File: config.mk
export PLATFORM = sky130hd
export DESIGN_NAME = dedup_fifo_with_removal_unit
export DESIGN_NICKNAME = d
export VERILOG_FILES = /design/src/dfr_pkg.sv /design/src/dedup_fifo_with_removal_unit.sv
export VERILOG_INCLUDE_DIRS = /design/src /design/src/src
export SDC_FILE = /design/constraint.sdc
export NUM_CORES = 1
export LEC_CHECK = 0
export BUFFER_PORTS_ARGS = -buffer_cell sky130_fd_sc_hd__buf_2
export CORE_MARGIN = 2
export CORE_UTILIZATION = 30
export DETAILED_ROUTE_END_ITERATION = 6
export SYNTH_ARGS = -nofsm -noshare
export SYNTH_HDL_FRONTEND = slang
export SYNTH_SLANG_ARGS = --single-unit
File: constraint.sdc
create_clock -name clk -period 16.07 [get_ports clk]
set_input_delay 3.214 -clock clk [delete_from_list [all_inputs] [get_ports clk]]
set_output_delay 3.214 -clock clk [all_outputs]
set_load 0.01 [all_outputs]
File: src/dedup_fifo_with_removal_unit_assert.svh
// ----------------------------------------------------------------------------
// dedup fifo assertion macros
// shared concurrent assertion forms for the dedup fifo block
// ----------------------------------------------------------------------------
`ifndef DEDUP_FIFO_WITH_REMOVAL_UNIT_ASSERT_SVH
`define DEDUP_FIFO_WITH_REMOVAL_UNIT_ASSERT_SVH

// same-cycle implication under clk, disabled in reset
`define DFR_ASSERT_IMPL(label, ante, cons, msg) \
	label: assert property (@(posedge clk) disable iff (!arst_n) (ante) |-> (cons)) \
		else $error(msg);

// next-cycle implication under clk, disabled in reset
`define DFR_ASSERT_NEXT(label, ante, cons, msg) \
	label: assert property (@(posedge clk) disable iff (!arst_n) (ante) |=> (cons)) \
		else $error(msg);

`endif

File: src/dfr_pkg.sv
// ----------------------------------------------------------------------------
// dfr_pkg
// types and codes for the deduplicating fifo with removal
// ----------------------------------------------------------------------------
package dfr_pkg;

	// default sizes
	localparam int DEPTH_DEF    = 16;
	localparam int KEY_BITS_DEF = 32;

	// action codes
	localparam logic [1:0] ACT_ENQ = 2'd0;
	localparam logic [1:0] ACT_DEQ = 2'd1;
	localparam logic [1:0] ACT_REM = 2'd2;
	localparam logic [1:0] ACT_NOP = 2'd3;

	// status codes
	localparam logic [1:0] ST_DONE   = 2'd0;
	localparam logic [1:0] ST_DUP    = 2'd1;
	localparam logic [1:0] ST_ABSENT = 2'd2;
	localparam logic [1:0] ST_FULL   = 2'd3;

	// request transaction
	typedef struct packed {
		logic [1:0]  action;
		logic [31:0] item_key;
	} req_t;

	// response transaction
	typedef struct packed {
		logic [1:0]  status;
		logic        out_valid;
		logic [31:0] out_item;
		logic        head_valid;
		logic [31:0] head_item;
		logic [4:0]  occupancy;
	} rsp_t;

endpackage

File: src/dedup_fifo_with_removal_unit.sv
// ----------------------------------------------------------------------------
// dedup_fifo_with_removal_unit
// fifo of unique keys with dequeue and removal from any position
// ----------------------------------------------------------------------------
// Usage:
//   req channel (req_valid / req_stall / req) carries one operation: enqueue a
//   key, dequeue the oldest key, or remove a key wherever it sits. rsp channel
//   (rsp_valid / rsp_stall / rsp) returns exactly one transaction per request
//   with the status, the dequeued key and the head and count after the step.
//   Keys live in a DEPTH-entry memory with one read and one write port; a
//   single key comparator and a sequencer walk it one entry at a time.
//   An enqueue or remove scans the entries from the oldest one until it finds
//   the key or reaches the count; a remove that matches, or a dequeue, then
//   closes the gap by moving each later entry down one place. Both the scan
//   and the gap-closing shift go through the memory port one entry at a time.
//   One request is worked at a time; req_stall is low only while idle.
//   A finished response sits in an output register; the next request may be
//   taken while it waits, and that request holds in its last step until the
//   register frees up. A receiver stall therefore blocks at most one request.
//   Reset empties the queue and drops any pending response; memory contents
//   are not cleared, since only entries below the count are ever used.
// ----------------------------------------------------------------------------
module dedup_fifo_with_removal_unit #(
	parameter int DEPTH    = dfr_pkg::DEPTH_DEF,
	parameter int KEY_BITS = dfr_pkg::KEY_BITS_DEF
) (
	input  logic          clk,
	input  logic          arst_n,
	input  logic          req_valid,
	output logic          req_stall,
	input  dfr_pkg::req_t req,
	output logic          rsp_valid,
	input  logic          rsp_stall,
	output dfr_pkg::rsp_t rsp
);

	localparam int SB = (KEY_BITS < 32) ? KEY_BITS : 32;
	localparam int AW = (DEPTH > 1) ? $clog2(DEPTH) : 1;
	localparam int CW = $clog2(DEPTH + 1);

	typedef enum logic [9:0] {
		S_IDLE   = 10'b00_0000_0001,
		S_SREAD  = 10'b00_0000_0010,
		S_SCMP   = 10'b00_0000_0100,
		S_DREAD  = 10'b00_0000_1000,
		S_DCAP   = 10'b00_0001_0000,
		S_MREAD  = 10'b00_0010_0000,
		S_MWRITE = 10'b00_0100_0000,
		S_HREAD  = 10'b00_1000_0000,
		S_HCAP   = 10'b01_0000_0000,
		S_DONE   = 10'b10_0000_0000
	} state_t;

	state_t        state_q;
	logic [CW-1:0] count_q;
	logic [CW-1:0] idx_q;
	logic [1:0]    action_q;
	logic [SB-1:0] key_q;
	logic [1:0]    status_q;
	logic          outv_q;
	logic [31:0]   oitem_q;
	logic [31:0]   head_q;
	logic          rsp_full_q;
	dfr_pkg::rsp_t rsp_q;

	// key memory
	logic [SB-1:0] mem_q [DEPTH];
	logic [SB-1:0] rd_data_q;
	logic          mem_we;
	logic [AW-1:0] mem_wa;
	logic [SB-1:0] mem_wd;
	logic [AW-1:0] mem_ra;

	logic [AW-1:0] idx_a;
	logic [CW-1:0] count_m1;
	logic          key_eq;
	logic          req_acc;
	logic          rsp_acc;
	logic          enq_ok;

	assign idx_a    = idx_q[AW-1:0];
	assign count_m1 = count_q - CW'(1);
	assign key_eq   = (rd_data_q == key_q);
	assign req_acc  = req_valid && !req_stall;
	assign rsp_acc  = rsp_valid && !rsp_stall;
	assign enq_ok   = (action_q == dfr_pkg::ACT_ENQ) && (count_q < CW'(DEPTH));

	assign req_stall = (state_q != S_IDLE);
	assign rsp_valid = rsp_full_q;
	assign rsp       = rsp_q;

	// memory port control
	always_comb begin
		mem_we = 1'b0;
		mem_wa = idx_a;
		mem_wd = rd_data_q;
		mem_ra = '0;
		unique case (state_q)
			S_SREAD: begin
				mem_ra = idx_a;
				if (idx_q == count_q && enq_ok) begin
					mem_we = 1'b1;
					mem_wa = count_q[AW-1:0];
					mem_wd = key_q;
				end
			end
			S_MREAD: begin
				mem_ra = idx_a + AW'(1);
			end
			S_MWRITE: begin
				mem_we = 1'b1;
			end
			default: begin
				mem_ra = '0;
			end
		endcase
	end

	always_ff @(posedge clk) begin
		if (mem_we) begin
			mem_q[mem_wa] <= mem_wd;
		end
		rd_data_q <= mem_q[mem_ra];
	end

	// sequencer
	always_ff @(posedge clk or negedge arst_n) begin
		if (!arst_n) begin
			state_q    <= S_IDLE;
			count_q    <= '0;
			idx_q      <= '0;
			rsp_full_q <= 1'b0;
		end else begin
			if (rsp_acc) begin
				rsp_full_q <= 1'b0;
			end
			unique case (state_q)
				S_IDLE: begin
					idx_q <= '0;
					if (req_acc) begin
						priority if (req.action == dfr_pkg::ACT_ENQ ||
							req.action == dfr_pkg::ACT_REM) begin
							state_q <= S_SREAD;
						end else if (req.action == dfr_pkg::ACT_DEQ && count_q != '0) begin
							state_q <= S_DREAD;
						end else begin
							state_q <= S_HREAD;
						end
					end
				end
				S_SREAD: begin
					if (idx_q == count_q) begin
						if (enq_ok) begin
							count_q <= count_q + CW'(1);
						end
						state_q <= S_HREAD;
					end else begin
						state_q <= S_SCMP;
					end
				end
				S_SCMP: begin
					priority if (key_eq && action_q == dfr_pkg::ACT_ENQ) begin
						state_q <= S_HREAD;
					end else if (key_eq) begin
						state_q <= S_MREAD;
					end else begin
						idx_q   <= idx_q + CW'(1);
						state_q <= S_SREAD;
					end
				end
				S_DREAD: begin
					state_q <= S_DCAP;
				end
				S_DCAP: begin
					state_q <= S_MREAD;
				end
				S_MREAD: begin
					if (idx_q == count_m1) begin
						count_q <= count_m1;
						state_q <= S_HREAD;
					end else begin
						state_q <= S_MWRITE;
					end
				end
				S_MWRITE: begin
					idx_q   <= idx_q + CW'(1);
					state_q <= S_MREAD;
				end
				S_HREAD: begin
					state_q <= S_HCAP;
				end
				S_HCAP: begin
					state_q <= S_DONE;
				end
				S_DONE: begin
					if (!rsp_full_q || rsp_acc) begin
						rsp_full_q <= 1'b1;
						state_q    <= S_IDLE;
					end
				end
				default: begin
					state_q <= S_IDLE;
				end
			endcase
		end
	end

	// result fields and request capture
	always_ff @(posedge clk) begin
		unique case (state_q)
			S_IDLE: begin
				if (req_acc) begin
					action_q <= req.action;
					key_q    <= req.item_key[SB-1:0];
					outv_q   <= 1'b0;
					oitem_q  <= '0;
					priority if (req.action == dfr_pkg::ACT_ENQ ||
						req.action == dfr_pkg::ACT_REM) begin
						status_q <= dfr_pkg::ST_DONE;
					end else if (req.action == dfr_pkg::ACT_DEQ && count_q != '0) begin
						status_q <= dfr_pkg::ST_DONE;
					end else begin
						status_q <= dfr_pkg::ST_ABSENT;
					end
				end
			end
			S_SREAD: begin
				if (idx_q == count_q) begin
					priority if (action_q == dfr_pkg::ACT_REM) begin
						status_q <= dfr_pkg::ST_ABSENT;
					end else if (!enq_ok) begin
						status_q <= dfr_pkg::ST_FULL;
					end else begin
						status_q <= dfr_pkg::ST_DONE;
					end
				end
			end
			S_SCMP: begin
				if (key_eq && action_q == dfr_pkg::ACT_ENQ) begin
					status_q <= dfr_pkg::ST_DUP;
				end
			end
			S_DCAP: begin
				outv_q  <= 1'b1;
				oitem_q <= 32'(rd_data_q);
			end
			S_HCAP: begin
				head_q <= (count_q != '0) ? 32'(rd_data_q) : '0;
			end
			S_DONE: begin
				if (!rsp_full_q || rsp_acc) begin
					rsp_q.status     <= status_q;
					rsp_q.out_valid  <= outv_q;
					rsp_q.out_item   <= oitem_q;
					rsp_q.head_valid <= (count_q != '0);
					rsp_q.head_item  <= head_q;
					rsp_q.occupancy  <= 5'(count_q);
				end
			end
			default: begin
				head_q <= head_q;
			end
		endcase
	end

	`include "dedup_fifo_with_removal_unit_assert.svh"

	`DFR_ASSERT_IMPL(a_count_bound, 1'b1, count_q <= CW'(DEPTH), "count beyond depth")
	`DFR_ASSERT_NEXT(a_count_step, 1'b1, (count_q == $past(count_q)) || (count_q == $past(count_q) + CW'(1)) || (count_q == $past(count_q) - CW'(1)), "count moved by more than one")
	`DFR_ASSERT_NEXT(a_rsp_source, (state_q != S_DONE) && !rsp_valid, !rsp_valid, "response appeared outside done step")
	`DFR_ASSERT_IMPL(a_deq_status, rsp_valid && rsp.out_valid, rsp.status == dfr_pkg::ST_DONE && rsp.head_valid == (rsp.occupancy != 5'd0), "dequeue result inconsistent")
	`DFR_ASSERT_NEXT(a_busy_after_accept, req_acc, state_q != S_IDLE, "sequencer idle after accept")

endmodule
==> results.ini <==
[status]
outcome = finished clean

[pwr]
totalPowerFinal_mw = 4.18
pwr-share-seq_pct = 54.5
p_comb_share_pct = 6.6
swShare_pct = 22.3
irDropWorstVdd_v = 0.0000662
pwr-share-clk_pct = 38.8
p_per_area_nw_per_um2 = 126
p_leak_nw = 10.9
internal_power_mw = 3.25
netSwitchingPower_mw = 0.931

[floorplanning]
rows = 113
io_pins = 113
initial_utilization_pct = 30.2
coreArea_um2 = 94900
die_w_um = 313
die-area_um2 = 98100
fp.dieH_um = 313

[clock_network]
cts_hold_buf = 0
cts_root_buf = clkbuf_16
clock_latency_ns = 0.62
cts_tree = built
htreeDepth = 3
cts_resized = 0
clock_sinks = 739
cts_made_buffers = 69
clk_pin_slew_ns = 0.06
cts_max_path_buffers = 3
cts_setup_buffers = 0

[synthesis]
seq_area_frac_synth_pct = 75.9
synth.most_common_cell = edfxtp_1
ys_top_cells_by_area = edfxtp_1 (72%), nand2_1 (2.7%), mux2_2 (2.5%)
synth_cells = 1802
ys_warn_count = 0
async_reset_ff_share_pct = 2.84
ys_types = 57
synth.top_cell.area_share_pct = 71.8
synth_seq_cells = 739
yosys.area.top_type = edfxtp_1
synth_edf_count = 686
synth_common_cells = edfxtp_1 (686), nand2_1 (205), and2_1 (102), a211oi_1 (95), mux2i_1 (67)
synth_area_um2 = 28700
synth_top_flop_cell = edfxtp_1
synth_nets = 1844
syn_area_per_cell_um2 = 15.9

[global_routing]
grt_max_degree = 189
grt_pass1_wl_um = 97900
grt_pass1_vias = 15200
antenna_found_initial = 3
grt_util_all_layers_pct = 13.3
grt_remaining_overflow = 0

[sta]
rsz0062_at_grt = no
worstMarginPinSlew_ns = 1.12
post-route-period-util_pct = 34.6
tns_ns = 0
fmax_mhz = 180
slew_violations = 0
relSlewSlack_pct = 25.4
finClkSkew_ns = 0.0238
hold_viol = 0
finalCriticalPeriod_ns = 5.56
timing.hold.ws_ns = 0.419
setup_viol = 0

[route]
vias = 15600
drt_wl_total_um = 66300
vias_per_cell = 4.83
drt_iter0_drc = 1012
wire_per_inst_um = 20.5
drt_pre_antenna_iters = 6
antenna_left = 0
drc = 0

[finish]
fin_cells = 3233
final-seq-area_um2 = 21800
area_growth_pct = 15.3
drive_gt1_share_pct = 17.4
fin_area_um2 = 33100
multi_input_area_um2 = 6600
nets = 1954
fillers = 8873

[critical_path]
end_kind = output port
crit_fanout = 6
cpMaxStageDelayCell = or4_4
slowest_delay_ns = 0.56
crit_chain = or4_4, nor2_1, and3_1, inv_1, buf_2
cp.required_ns = 12.86
crit_type = reg -> out
worst_setup_path_start_kind = flop
critPathBufInv = 2
path_delay_family = simple AND/OR/NAND/NOR gates
crit_arrival_ns = 2.35

[placement]
gp_congestion = 0.834
hpwlAfterDp_um = 36200
dpl.cell_count = 3106
portBuffers = 112
placed_cell_area_um2 = 30800

[min_path]
hp-class = reg -> reg

[job]
drv_cap = 0

worst paths after layout:
check,slack [ns],to,startpoint,cells after the start
worst max-delay path,10.51,req_stall,state_q[3],5
worst max register to register,11.89,rd_data_q[11],state_q[3],9
max in group asynchronous,13.13,state_q[0],arst_n,1
worst min-delay path,0.42,rsp[51],oitem_q[13],0
min in group asynchronous,2.57,state_q[9],arst_n,1
worst min register to register,0.42,rsp[51],oitem_q[13],0
area by class of cell:
class                   instances  share of cell area [%]
clock buffers                  92                    5.70
flip-flops and latches        739                    65.8
inverters                       8                  0.0908
well taps                    1265                    4.79
clock inverters                34                    1.13
diodes                          1                 0.00757
repair buffers                144                    2.50
multi-input cells             950                    20.0
logic make-up (layout without fill, tap and decap cells):
| group | after synthesis | in the layout | share of synthesized area, % |
|---|---|---|---|
| adder cells (fa/ha/maj) | 4 | 4 | 0.174 |
| AO/OA/AOI/OAI | 258 | 258 | 6.79 |
| buffers and inverters | 113 | 278 | 1.74 |
| XOR/XNOR | 50 | 50 | 1.53 |
| AND/OR/NAND/NOR | 507 | 507 | 9.03 |
| multiplexers | 131 | 131 | 4.85 |
| other | 0 | 1 | 0 |
| flip-flops | 739 | 739 | 75.9 |
power by group through the flow:
stage / Sequential [mW] / Clock, mW / Combinational, mW
after floorplan: 2.30 / 0 / 0.184
after global placement: 2.32 / 0 / 0.275
after detailed placement: 2.32 / 0 / 0.283
after CTS: 2.28 / 1.66 / 0.284
after global routing: 2.29 / 1.73 / 0.308
final: 2.28 / 1.62 / 0.278
flip-flops by register name (all words and copies together), names as in the netlist:
| signal | cells |
|---|---|
| mem_q | 512 |
| rsp | 73 |
| head_q | 32 |
| key_q | 32 |
| oitem_q | 32 |
| rd_data_q | 32 |
| state_q | 10 |
| count_q | 5 |
| idx_q | 5 |
| action_q | 2 |
| status_q | 2 |
| outv_q | 1 |
| rsp_valid | 1 |
layout by cell type (no fill, tap or decap), drive strengths merged, types with 37 or more instances in the layout:
master,count
xor2,37
buf,144
a211oi,95
nand2,205
mux2i,67
a31oi,65
clkbuf,92
and2,127
mux2,64
edfxtp,686
stage by stage:
step / utilization [%] / setup WS (ns)
3_5_place_dp: 32.5 / 11.16
6_report: 34.9 / 10.51
5_1_grt: 34.9 / 10.44
4_1_cts: 34.9 / 10.50
3_3_place_gp: 32.5 / 11.20
2_1_floorplan: - / 8.86
metal layers:
layer	GRT usage, %	vias up	routed length [um]
li1	-	7122	-
met1	17.1	7919	27900
met2	23.2	478	33100
met3	1.93	98	4000
met4	3.65	2	1230
met5	0	-	12
(Power assumes the default switching activity.)
